===== src/btt_pkg.sv =====
package btt_pkg;

  localparam logic [7:0] CH_BLANK   = 8'd32;
  localparam logic [7:0] CH_TAB     = 8'd9;
  localparam logic [7:0] CH_NEWLINE = 8'd10;

  localparam int         CNT_W       = 5;
  localparam logic [4:0] PENDING_MAX = 5'd31;

  localparam int          MASK_W     = 32;
  localparam logic [31:0] MASK_RESET = 32'h8080_8080;

  localparam int QUEUE_DEPTH = 4;
  localparam int QPTR_W      = $clog2(QUEUE_DEPTH);

  // One queued run: tabs, then blanks, then the character itself
  typedef struct packed {
    logic [CNT_W-1:0] tabs;
    logic [CNT_W-1:0] blanks;
    logic [7:0]       ch;
  } cmd_t;

endpackage


===== src/btt_front.sv =====
module btt_front #(
  parameter int LINE_POSITIONS = 32,
  localparam int COL_W = $clog2(LINE_POSITIONS + 2)
) (
  input  logic                      clk,
  input  logic                      rst,
  input  logic [btt_pkg::MASK_W-1:0] mask,
  input  logic                      in_valid,
  input  logic [7:0]                text_byte,
  output logic                      in_ready,
  input  logic                      q_full,
  output logic                      push,
  output btt_pkg::cmd_t             push_cmd
);

  localparam logic [COL_W-1:0] COL_FIRST = COL_W'(1);
  localparam logic [COL_W-1:0] COL_LIMIT = COL_W'(LINE_POSITIONS + 1);

  logic [COL_W-1:0]          column;
  logic [btt_pkg::CNT_W-1:0] pending_tabs;
  logic [btt_pkg::CNT_W-1:0] pending_blanks;
  logic                      seeking;

  logic [COL_W-1:0] col_next;
  logic [5:0]       col_ext;
  logic [4:0]       mask_idx;
  logic             at_stop;
  logic             accept;
  logic             is_blank;

  assign col_ext  = 6'(column);
  assign mask_idx = 5'(col_ext - 6'd1);
  assign at_stop  = (column > COL_W'(LINE_POSITIONS)) || (column == '0) || mask[mask_idx];
  assign col_next = (column >= COL_LIMIT) ? COL_LIMIT : column + COL_FIRST;

  assign in_ready = !seeking && !q_full;
  assign accept   = in_valid && in_ready;
  assign is_blank = (text_byte == btt_pkg::CH_BLANK);

  assign push            = accept && !is_blank;
  assign push_cmd.tabs   = pending_tabs;
  assign push_cmd.blanks = (text_byte == btt_pkg::CH_TAB) ? '0 : pending_blanks;
  assign push_cmd.ch     = text_byte;

  always_ff @(posedge clk) begin
    if (rst) begin
      column         <= COL_FIRST;
      pending_tabs   <= '0;
      pending_blanks <= '0;
      seeking        <= 1'b0;
    end else if (seeking) begin
      // walk one column a cycle until the move off a stop
      column <= col_next;
      if (at_stop) begin
        seeking <= 1'b0;
      end
    end else if (accept) begin
      if (is_blank) begin
        if (at_stop) begin
          pending_blanks <= '0;
          if (pending_tabs != btt_pkg::PENDING_MAX) begin
            pending_tabs <= pending_tabs + 1'b1;
          end
        end else if (pending_blanks != btt_pkg::PENDING_MAX) begin
          pending_blanks <= pending_blanks + 1'b1;
        end
        column <= col_next;
      end else begin
        pending_tabs   <= '0;
        pending_blanks <= '0;
        if (text_byte == btt_pkg::CH_NEWLINE) begin
          column <= COL_FIRST;
        end else if (text_byte == btt_pkg::CH_TAB) begin
          seeking <= 1'b1;
        end else begin
          column <= col_next;
        end
      end
    end
  end

endmodule


===== src/btt_queue.sv =====
module btt_queue (
  input  logic          clk,
  input  logic          rst,
  input  logic          push,
  input  btt_pkg::cmd_t push_cmd,
  input  logic          pop,
  output btt_pkg::cmd_t head,
  output logic          full,
  output logic          empty
);

  btt_pkg::cmd_t                 mem [btt_pkg::QUEUE_DEPTH];
  logic [btt_pkg::QPTR_W-1:0]    wr_ptr;
  logic [btt_pkg::QPTR_W-1:0]    rd_ptr;
  logic [btt_pkg::QPTR_W:0]      count;

  assign full  = (count == (btt_pkg::QPTR_W + 1)'(btt_pkg::QUEUE_DEPTH));
  assign empty = (count == '0);
  assign head  = mem[rd_ptr];

  always_ff @(posedge clk) begin
    if (push) begin
      mem[wr_ptr] <= push_cmd;
    end
  end

  always_ff @(posedge clk) begin
    if (rst) begin
      wr_ptr <= '0;
      rd_ptr <= '0;
      count  <= '0;
    end else begin
      if (push) begin
        wr_ptr <= wr_ptr + 1'b1;
      end
      if (pop) begin
        rd_ptr <= rd_ptr + 1'b1;
      end
      if (push && !pop) begin
        count <= count + 1'b1;
      end else if (pop && !push) begin
        count <= count - 1'b1;
      end
    end
  end

endmodule


===== src/btt_back.sv =====
module btt_back (
  input  logic          clk,
  input  logic          rst,
  input  logic          q_empty,
  input  btt_pkg::cmd_t q_head,
  output logic          q_pop,
  output logic          out_valid,
  input  logic          out_ready,
  output logic [7:0]    out_byte,
  output logic          run_last
);

  logic                      busy;
  logic [btt_pkg::CNT_W-1:0] tabs_left;
  logic [btt_pkg::CNT_W-1:0] blanks_left;
  logic [7:0]                ch;

  logic done;
  logic load;

  assign run_last  = (tabs_left == '0) && (blanks_left == '0);
  assign out_valid = busy;
  assign out_byte  = (tabs_left != '0)   ? btt_pkg::CH_TAB :
                     (blanks_left != '0) ? btt_pkg::CH_BLANK : ch;

  assign done  = busy && out_ready && run_last;
  assign load  = !q_empty && (!busy || done);
  assign q_pop = load;

  always_ff @(posedge clk) begin
    if (rst) begin
      busy <= 1'b0;
    end else if (load) begin
      busy <= 1'b1;
    end else if (done) begin
      busy <= 1'b0;
    end
  end

  always_ff @(posedge clk) begin
    if (load) begin
      tabs_left   <= q_head.tabs;
      blanks_left <= q_head.blanks;
      ch          <= q_head.ch;
    end else if (busy && out_ready) begin
      // drain tabs first, then blanks
      if (tabs_left != '0) begin
        tabs_left <= tabs_left - 1'b1;
      end else if (blanks_left != '0) begin
        blanks_left <= blanks_left - 1'b1;
      end
    end
  end

endmodule


===== src/blank_run_to_tab_converter.sv =====
// Blank-run to tab converter. Text bytes enter one per transaction; blanks are
// held back and replaced by tabs where they reach a tab stop. Any other byte
// releases a run of pending tabs, then pending blanks (dropped before a tab),
// then the byte itself, flagged with run_last. Tab stops come from the
// tab_stop_mask register at address 0 (bit i marks column i+1; reset every
// eighth column); columns beyond LINE_POSITIONS are always stops. Write it only
// while the block is idle. Any byte is taken while the queue has room and no
// tab walk is under way; a tab then holds the input off as the column walks
// one position a cycle to the next stop and one column past it. A four-entry
// queue sits between input and output; the output side emits one result a
// cycle while out_ready is high; a byte that releases n pending characters
// yields n+1 results, and these set the sustained rate once the queue fills.
module blank_run_to_tab_converter #(
  parameter int LINE_POSITIONS = 32
) (
  input  logic        clk,
  input  logic        rst,
  input  logic        psel,
  input  logic        penable,
  input  logic        pwrite,
  input  logic [2:0]  paddr,
  input  logic [31:0] pwdata,
  output logic [31:0] prdata,
  output logic        pready,
  input  logic        in_valid,
  output logic        in_ready,
  input  logic [7:0]  text_byte,
  output logic        out_valid,
  input  logic        out_ready,
  output logic [7:0]  out_byte,
  output logic        run_last
);

  logic [btt_pkg::MASK_W-1:0] tab_stop_mask;
  logic                       q_full;
  logic                       q_empty;
  logic                       push;
  logic                       pop;
  btt_pkg::cmd_t              push_cmd;
  btt_pkg::cmd_t              q_head;

  assign pready = 1'b1;
  assign prdata = paddr[2] ? '0 : tab_stop_mask;

  always_ff @(posedge clk) begin
    if (rst) begin
      tab_stop_mask <= btt_pkg::MASK_RESET;
    end else if (psel && penable && pwrite && !paddr[2]) begin
      tab_stop_mask <= pwdata;
    end
  end

  btt_front #(
    .LINE_POSITIONS(LINE_POSITIONS)
  ) u_front (
    .clk      (clk),
    .rst      (rst),
    .mask     (tab_stop_mask),
    .in_valid (in_valid),
    .text_byte(text_byte),
    .in_ready (in_ready),
    .q_full   (q_full),
    .push     (push),
    .push_cmd (push_cmd)
  );

  btt_queue u_queue (
    .clk     (clk),
    .rst     (rst),
    .push    (push),
    .push_cmd(push_cmd),
    .pop     (pop),
    .head    (q_head),
    .full    (q_full),
    .empty   (q_empty)
  );

  btt_back u_back (
    .clk      (clk),
    .rst      (rst),
    .q_empty  (q_empty),
    .q_head   (q_head),
    .q_pop    (pop),
    .out_valid(out_valid),
    .out_ready(out_ready),
    .out_byte (out_byte),
    .run_last (run_last)
  );

endmodule


===== config.mk =====
export PLATFORM = sky130hd
export DESIGN_NAME = blank_run_to_tab_converter
export DESIGN_NICKNAME = d
export VERILOG_FILES = /design/src/btt_pkg.sv /design/src/btt_front.sv /design/src/btt_queue.sv /design/src/btt_back.sv /design/src/blank_run_to_tab_converter.sv
export SDC_FILE = /design/constraint.sdc
export NUM_CORES = 1
export LEC_CHECK = 0
export ABC_AREA = 0
export BUFFER_PORTS_ARGS = -buffer_cell sky130_fd_sc_hd__buf_2
export CAP_MARGIN = 30
export CELL_PAD_IN_SITES_DETAIL_PLACEMENT = 0
export CELL_PAD_IN_SITES_GLOBAL_PLACEMENT = 1
export CORE_AREA = 2 2 131 133
export DETAILED_ROUTE_END_ITERATION = 8
export DIE_AREA = 0 0 133 135
export PLACE_DENSITY = 0.71
export SYNTH_ARGS = -nofsm -noshare
export SYNTH_HDL_FRONTEND = slang
export SYNTH_SLANG_ARGS = --single-unit
export TNS_END_PERCENT = 20

===== constraint.sdc =====
create_clock -name clk -period 2.94 [get_ports clk]
set_clock_uncertainty 0.2 [all_clocks]
set_input_delay 0.294 -clock clk [delete_from_list [all_inputs] [get_ports clk]]
set_output_delay 0.294 -clock clk [all_outputs]
set_load 0.005 [all_outputs]

* After elaboration in Yosys (flattened, before gate mapping) *
Memories as Yosys holds them, arrays and structs flattened. A register that Yosys moved wholly into a read port is not among the register bits.
Index checks and enable logic that the tools add are counted.

cells by class
  multiplexer cells = 39
  equality and inequality tests = 11
  reduce and logical (&&, ||, !) cells = 40
  bitwise logic cells = 1
  order comparisons = 3
  $add $sub $neg = 10

operators with widths
  cell                 count
  $mux 5               14
  $mux 6               6
  $mux 32              1
  $eq 8x4->1 const B   2
  $mux 8               2
  $sub 5x1->5 const B  3
  $logic_and 1x1->1    12
  $reduce_bool 2->1    6
  $mux 1               11
  $add 5x1->5 const B  2
  $logic_not 5->1      2
  $ne 5x5->1 const B   2
  $reduce_bool 5->1    2
  $eq 8x6->1 const B   1
  $logic_not 1->1      8
  $add 6x1->6 const B  1
  $ge 6x6->1 const B   1
  $gt 6x6->1 const B   1
  $logic_not 6->1      1
  $lt 5x6->1 const B   1
  $mux 3               2
  $reduce_and 3->1     2
  $bmux 1 s5           1
  $add 2x1->2 const B  2
  other kinds (13)     18

word-level totals
  memories = 1
  word-level logic and storage cells = 117
  memory bits (writable) = 72
  output and inout bits = 44
  bits in registers = 75
  input bits = 50

memories
  name         words  bits a word  read ports  clocked after Yosys merged registers in  write ports  RTL line         text
  u_queue.mem  4      18           1           1                                        1            btt_queue.sv:12  btt_pkg::cmd_t mem [btt_pkg::QUEUE_DEPTH];

* Longest topological paths before layout *
  word-level depth = 9
  gate-level depth with buffers = 14
  gate-level depth less buffers = 13

* Hierarchy *
A second synthesis with hierarchy kept.

unflattened totals
  cells, all modules = 549
  area, all modules = 7272.0 um^2

modules (own cells, without submodules)
  module                      sequential area each (um^2)  instances  area each (um^2)  cells each
  btt_queue                   2342.2                       1          3067.9            138
  blank_run_to_tab_converter  640.6                        1          1677.9            177
  btt_front                   340.3                        1          1475.2            155
  btt_back                    560.5                        1          1051.0            79

* Least setup slack after synthesis *
Ideal clock, no wire load.

  kind = reg2reg
  start point = register u_back.blanks_left[0] (netlist bit)
  end point = register u_queue.count[2] (netlist bit)
  stages on the path, launching flop included = 15
  period minus slack after synthesis = 3.233 ns
  path slack = -0.293 ns
  data arrival time = 2.963 ns
  buffers on the path = 1
  required time = 2.670 ns
  cell sequence = edfxtp_1 > inv_1 > ha_1 > nor4b_2 > and2_1 > nand2_1 > a21oi_1 > clkbuf_1 > inv_1 > ha_1 > inv_1 > fa_1 > xor2_1 > or3_1 > a21oi_1

between the ends
  longest elaborated chain between the ends = 8
  elaborated cells on any way between the ends = 10
  classes of those cells = 1 x mux; 9 x reduce/logical

RTL lines
  what                                         RTL line                          text
  start, declared                              btt_back.sv:15                    logic [btt_pkg::CNT_W-1:0] blanks_left;
  start signal, assigned                       btt_back.sv:43                    blanks_left <= q_head.blanks;
  start signal, assigned                       btt_back.sv:50                    blanks_left <= blanks_left - 1'b1;
  $logic_not 5->1 *                            btt_back.sv:21                    assign run_last = (tabs_left == '0) && (blanks_left == '0);
  $logic_and 1x1->1 *                          btt_back.sv:21
  via run_last                                 blank_run_to_tab_converter.sv:31  output logic run_last
  $logic_and 1x1->1 *                          btt_back.sv:26                    assign done = busy && out_ready && run_last;
  $logic_or 1x1->1 *                           btt_back.sv:27                    assign load = !q_empty && (!busy || done);
  $logic_and 1x1->1 *                          btt_back.sv:27
  via pop                                      blank_run_to_tab_converter.sv:38  logic pop;
  $logic_not 1->1                              btt_queue.sv:39                   if (push && !pop) begin
  $logic_and 1x1->1                            btt_queue.sv:39
  $mux 3 or $reduce_bool 2->1 (tied branches)  --
  end signal, assigned                         btt_queue.sv:40                   count <= count + 1'b1;
  end signal, assigned                         btt_queue.sv:42                   count <= count - 1'b1;
  end, declared                                btt_queue.sv:15                   logic [btt_pkg::QPTR_W:0] count;

The timed path passes the listed nets; every way through them passes the cells marked *.
A chain may end at the register's enable or synchronous reset.

* Final worst setup path *
  start point = register u_front.column[0], in the netlist u_front.col_ext[0]
  end point = register u_front.pending_tabs[3] (netlist bit)

between the ends
  longest elaborated chain between the ends = 6
  elaborated cells on any way between the ends = 9
  classes of those cells = 1 x add/sub; 1 x order compare; 1 x eq/ne; 2 x mux; 4 x reduce/logical

RTL lines
  what                          RTL line         text
  start, declared               btt_front.sv:19  logic [COL_W-1:0] column;
  start signal, assigned        btt_front.sv:53  column <= col_next;
  start signal, assigned        btt_front.sv:67  column <= col_next;
  start signal, assigned        btt_front.sv:76  column <= col_next;
  $sub 5x1->5                   btt_front.sv:32  assign mask_idx = 5'(col_ext - 6'd1);
  $bmux 1 s5                    btt_front.sv:33  assign at_stop = (column > COL_W'(LINE_POSITIONS)) || (column == '0) || mask[mask_idx];
  $mux 1 (not written as such)  btt_front.sv:33
  $logic_or 1x1->1 *            btt_front.sv:33
  $ne 2x1->1 (no line) *        --
  $reduce_and 4->1 (no line) *  --
  end signal, assigned          btt_front.sv:62  pending_tabs <= pending_tabs + 1'b1;
  end, declared                 btt_front.sv:20  logic [btt_pkg::CNT_W-1:0] pending_tabs;

Every way passes the cells marked *; elsewhere a longest branch is shown, timed or not. The select of a mux whose other input is x is not followed.

==> results.md <==
| Step | Parameter | This run |
| --- | --- | --- |
| synthesis | Top area cells in the synthesized netlist | edfxtp_1 40%, dfxtp_1 17%, mux4_2 6.3%, nand2_1 5.2%, ha_1 2.9% |
| critical path | Worst setup path start | u_front.col_ext[0]$_SDFFE_PP1P_ |
| layout | Nets@finish | 774 |
| floorplan | Full die area | 0.0180 sq mm |
| route | Post-Route WL | 14400 microns |
| global routing | Pin count of the biggest net entering global routing | 35 |
| cts | CTS tree | yes |
| sta | Least-Margin Pin Slew | 1.00 ns |
| pwr | Power after layout | 6.29 mW |
| critical path | Termination of the worst setup path | u_front.pending_tabs[3]$_SDFFE_PP0P_ |
| layout | Area grow syn2layout | 25.7% |
| sta | Max-Slew Margin vs Limit | 33.2% |
| synthesis | Leading area contributor after synthesis | edfxtp_1 |
| global routing | Initial antenna violation count | 0 |
| critical path | Crit start category | flip-flop |
| sta | Peak Freq | 0.356 GHz |
| synthesis | Post-synthesis cell area | 0.00679 sq mm |
| sta | Share of the clock period used by the worst path after layout | 95.4% |
| cts | Setup Fix Bufs, Post-CTS | 0 |
| placed design | Gpl congestion | 0.781 |
| placed design | Port bufs | 90 |
| route | Ratio of routed vias to standard cells | 5.01 |
| pwr | P_leak | 3.30 nW |
| synthesis | Primary FF master, synth | edfxtp_1 |
| sta | Post-layout min period | 2.81 ns |
| synthesis | Number of enable flip-flop cells after synthesis | 90 |
| critical path | Depth of the worst register-to-register path | 10 |
| sta | Number of endpoints with negative hold slack in the final report | 0 |
| placed design | Total placed instance area | 0.00753 sq mm |
| floorplan | Effective utilization at floorplan | 41.4% |
| placed design | Cells after DPL | 866 |
| layout | Non-filler instance count after layout | 940 |
| synthesis | Async set or reset register ratio after synthesis | 0% |
| synthesis | Average instance area after synthesis | 11.9 sq um |
| pwr | Clock Power Share | 31.5% |
| synthesis | Post-synthesis cell type count | 63 |
| outcome | Status | finished, final reports clean |
| cts | Root buf cell | clkbuf_16 |
| route | Count of routing violations after the opening detailed-route iteration | 236 |
| synthesis | Post-Syn Nets | 636 |
| route | Number of nets with antenna violations after routing | 0 |
| pwr | Power density of the placed cells | 737 mW/mm^2 |
| global routing | GRT Total Usage | 16.7% |
| pwr | Sequential cell fraction of total power | 44.5% |
| pwr | P_int | 4.48 mW |
| synthesis | Commonest cells post-synth | 95 x nand2_1, 90 x edfxtp_1, 59 x dfxtp_1 |
| synthesis | Synthesized instance count | 569 |
| layout | Layout cells sized above 1 | 24.3% |
| route | DRC violation count after routing | 0 |
| synthesis | Post-synthesis sequential area ratio | 57.2% |
| synthesis | Synth Warn # | 0 |
| floorplan | Core Box Area | 0.0164 sq mm |
| critical path | WS Path Type | flip-flop to flip-flop |
| layout | Antenna cells | 0 |
| critical path | Startpoint of the worst-slack reg-to-reg timing path | u_front.col_ext[0]$_SDFFE_PP1P_ |
| pwr | Psw | 1.81 mW |
| sta | Worst Slack Setup Final | 0.135 ns |
| route | Total via count in the routed design | 4713 |
| layout | Final Cell Area | 0.00854 sq mm |
| pwr | Power share of the combinational group | 24.1% |
| min path | Worst Hold Class | input pin to flip-flop |
| cts | H-tree depth | 4 |
| sta | Number of setup violations in the final report | 0 |
| cts | Number of clock sinks | 149 |
| flow run | Reported max-cap violation count | 0 |
| floorplan | DIE WIDTH | 133 microns |
| global routing | Aggregate global routing overflow | 0 |
| global routing | First-pass GRT wire length | 23500 microns |
| global routing | Via count of the first global-routing pass | 4713 |
| critical path | Register-to-register setup slack | 0.13 ns |
| route | Count of TritonRoute iterations in the first routing pass | 4 |
| cts | Register clock-pin slew on the reported worst setup and hold paths | 0.06 ns |
| critical path | Arrival @ worst endpoint | 2.95 ns |
| floorplan | Floorplan die height | 135 microns |
| floorplan | Top-Level Pins | 94 |
| sta | Setup tns final | 0 ns |
| placed design | Worst Setup Slack post-DPL | 0.0911 ns |
| synthesis | FF+latch count, synth | 149 |
| critical path | Worst reg2reg path endpoint | u_front.pending_tabs[3]$_SDFFE_PP0P_ |
| critical path | Critical path endpoint category | flip-flop |
| sta | Pins Over Slew Limit | 0 |
| pwr | Max rail drop VDD | 0.466 mV |
| cts | Clk_lat worst skew | 0.42 ns |
| cts | Number of buffers on the longest clock path | 2 |
| synthesis | Most repeated cell in the gate-level netlist after synthesis | nand2_1 |
| min path | Source of the worst hold timing path | out_ready |
| floorplan | Standard-cell row count | 47 |
| synthesis | Share of Yosys cell area claimed by the top area cell type | 39.8% |
| route | WL/cell | 15.3 microns |
| pwr | Switching Fraction | 28.7% |
| critical path | Critical path fanouts, max | 13 |
| cts | Number of clock buffers inserted by TritonCTS | 17 |
| critical path | Data required time of the critical path | 3.08 ns |
| placed design | DP Wirelength | 9630 microns |
==> cell families after synthesis <==
family / count (synthesis) / share of synthesized area [%]
fa+ha+maj: 17 / 3.24
mux: 35 / 9.43
compound gates: 74 / 6.67
flops: 149 / 57.2
other cells: 1 / 0.0552
simple gates: 224 / 17.4
buf+inv: 50 / 3.35
xor+xnor: 19 / 2.67
==> through the flow <==
stage	utilization, %	hold WS, ns
finish	52.0	0.0304
global route	52.0	0.0658
CTS	51.7	0.0135
detailed placement	45.9	0.262
global placement	45.9	0.251
floorplan	-	0.193
==> placed cells by master (no fill, tap or decap), drive strengths merged, types with 2 or more instances in the layout <==
cell         count
xor2            12
and2             8
o211ai           3
nand2           96
o22ai            2
mux2             3
buf            108
mux4            22
edfxtp          90
o21ai           10
a2bb2o           2
a21oi           38
clkbuf          20
nor3             6
xnor2            7
clkinv           7
nor2b           32
a31oi            6
nor2            23
clkinvlp         4
nor4b            4
a21o             3
nand2b           6
nor4             2
o32ai            2
inv             21
dlygate4sd3     40
or4b             2
or4              2
nand3b           5
ha              16
nand4            7
mux2i           10
o311ai           2
and3            13
dfxtp           59
nand3           10
==> worst max-delay path, cell delays in order, from the launching register on <==
cell and delay [ns]:
dfxtp_1 0.32, inv_1 0.09, ha_1 0.34, buf_12 0.17
mux4_2 0.32, nand2_1 0.05, and4_4 0.18, a31oi_2 0.22
nand2_4 0.15, or4b_1 0.52, a31oi_1 0.16
==> how the worst min path moves through the flow <==
stage | endpoint | slack, ns | depth (start not counted)
finish | u_back.out_valid$_SDFFE_PP0P_ | 0.03 | 4
global placement | tab_stop_mask[28]$_SDFFE_PP0P_ | 0.25 | 2
CTS | u_back.out_valid$_SDFFE_PP0P_ | 0.01 | 4
floorplan | u_queue.mem[0][0]$_DFFE_PP_ | 0.19 | 0
detailed placement | tab_stop_mask[28]$_SDFFE_PP0P_ | 0.26 | 2
global route | u_back.out_valid$_SDFFE_PP0P_ | 0.07 | 4
==> area by class of cell <==
| type | instances | area (sq um) |
|---|---|---|
| Fill cell | 1447 | 7870 |
| Sequential cell | 149 | 3880 |
| Multi-Input combinational cell | 370 | 2720 |
| Timing Repair Buffer | 149 | 1040 |
| Clock buffer | 19 | 433 |
| Tap cell | 220 | 275 |
| Clock inverter | 13 | 109 |
| Inverter | 20 | 75.1 |
==> power groups by stage <==
| stage | Combinational, mW | Clock (mW) | Sequential [mW] |
|---|---|---|---|
| 2_1_floorplan | 1.11 | 0 | 2.76 |
| 3_3_place_gp | 1.43 | 0 | 2.83 |
| 3_5_place_dp | 1.47 | 0 | 2.84 |
| 4_1_cts | 1.52 | 2.03 | 2.80 |
| 5_1_grt | 1.69 | 2.11 | 2.84 |
| 6_report | 1.51 | 1.98 | 2.80 |
==> what timing repair did <==
action                                  4_1_cts  5_1_grt
hold endpoints to repair                     64        0
endpoints found under the setup margin        0        7
hold buffers                                 40        0
gates resized for setup                       0        6
==> registers in the layout (all words and copies together), names as in the netlist, named ones only <==
signal and flops:
u_queue.mem 72, u_queue.rd_ptr 2, u_back.ch 8, u_front.pending_blanks 5, u_front.seeking 1, u_back.tabs_left 5
u_queue.count 3, u_back.out_valid 1, u_front.pending_tabs 5, tab_stop_mask 32, u_front.col_ext 6, u_queue.wr_ptr 2
u_back.blanks_left 5
==> metal layers <==
metal  global-route usage, %  up-vias  wire length, microns
met1                    21.0     2260                  6550
met3                    3.57       20                   608
met2                    28.4      115                  6980
li1                        -     2318                     -
met4                    6.51        0                   238
met5                       0        -                     0
Note: power is estimated with default switching activity, not from simulation.
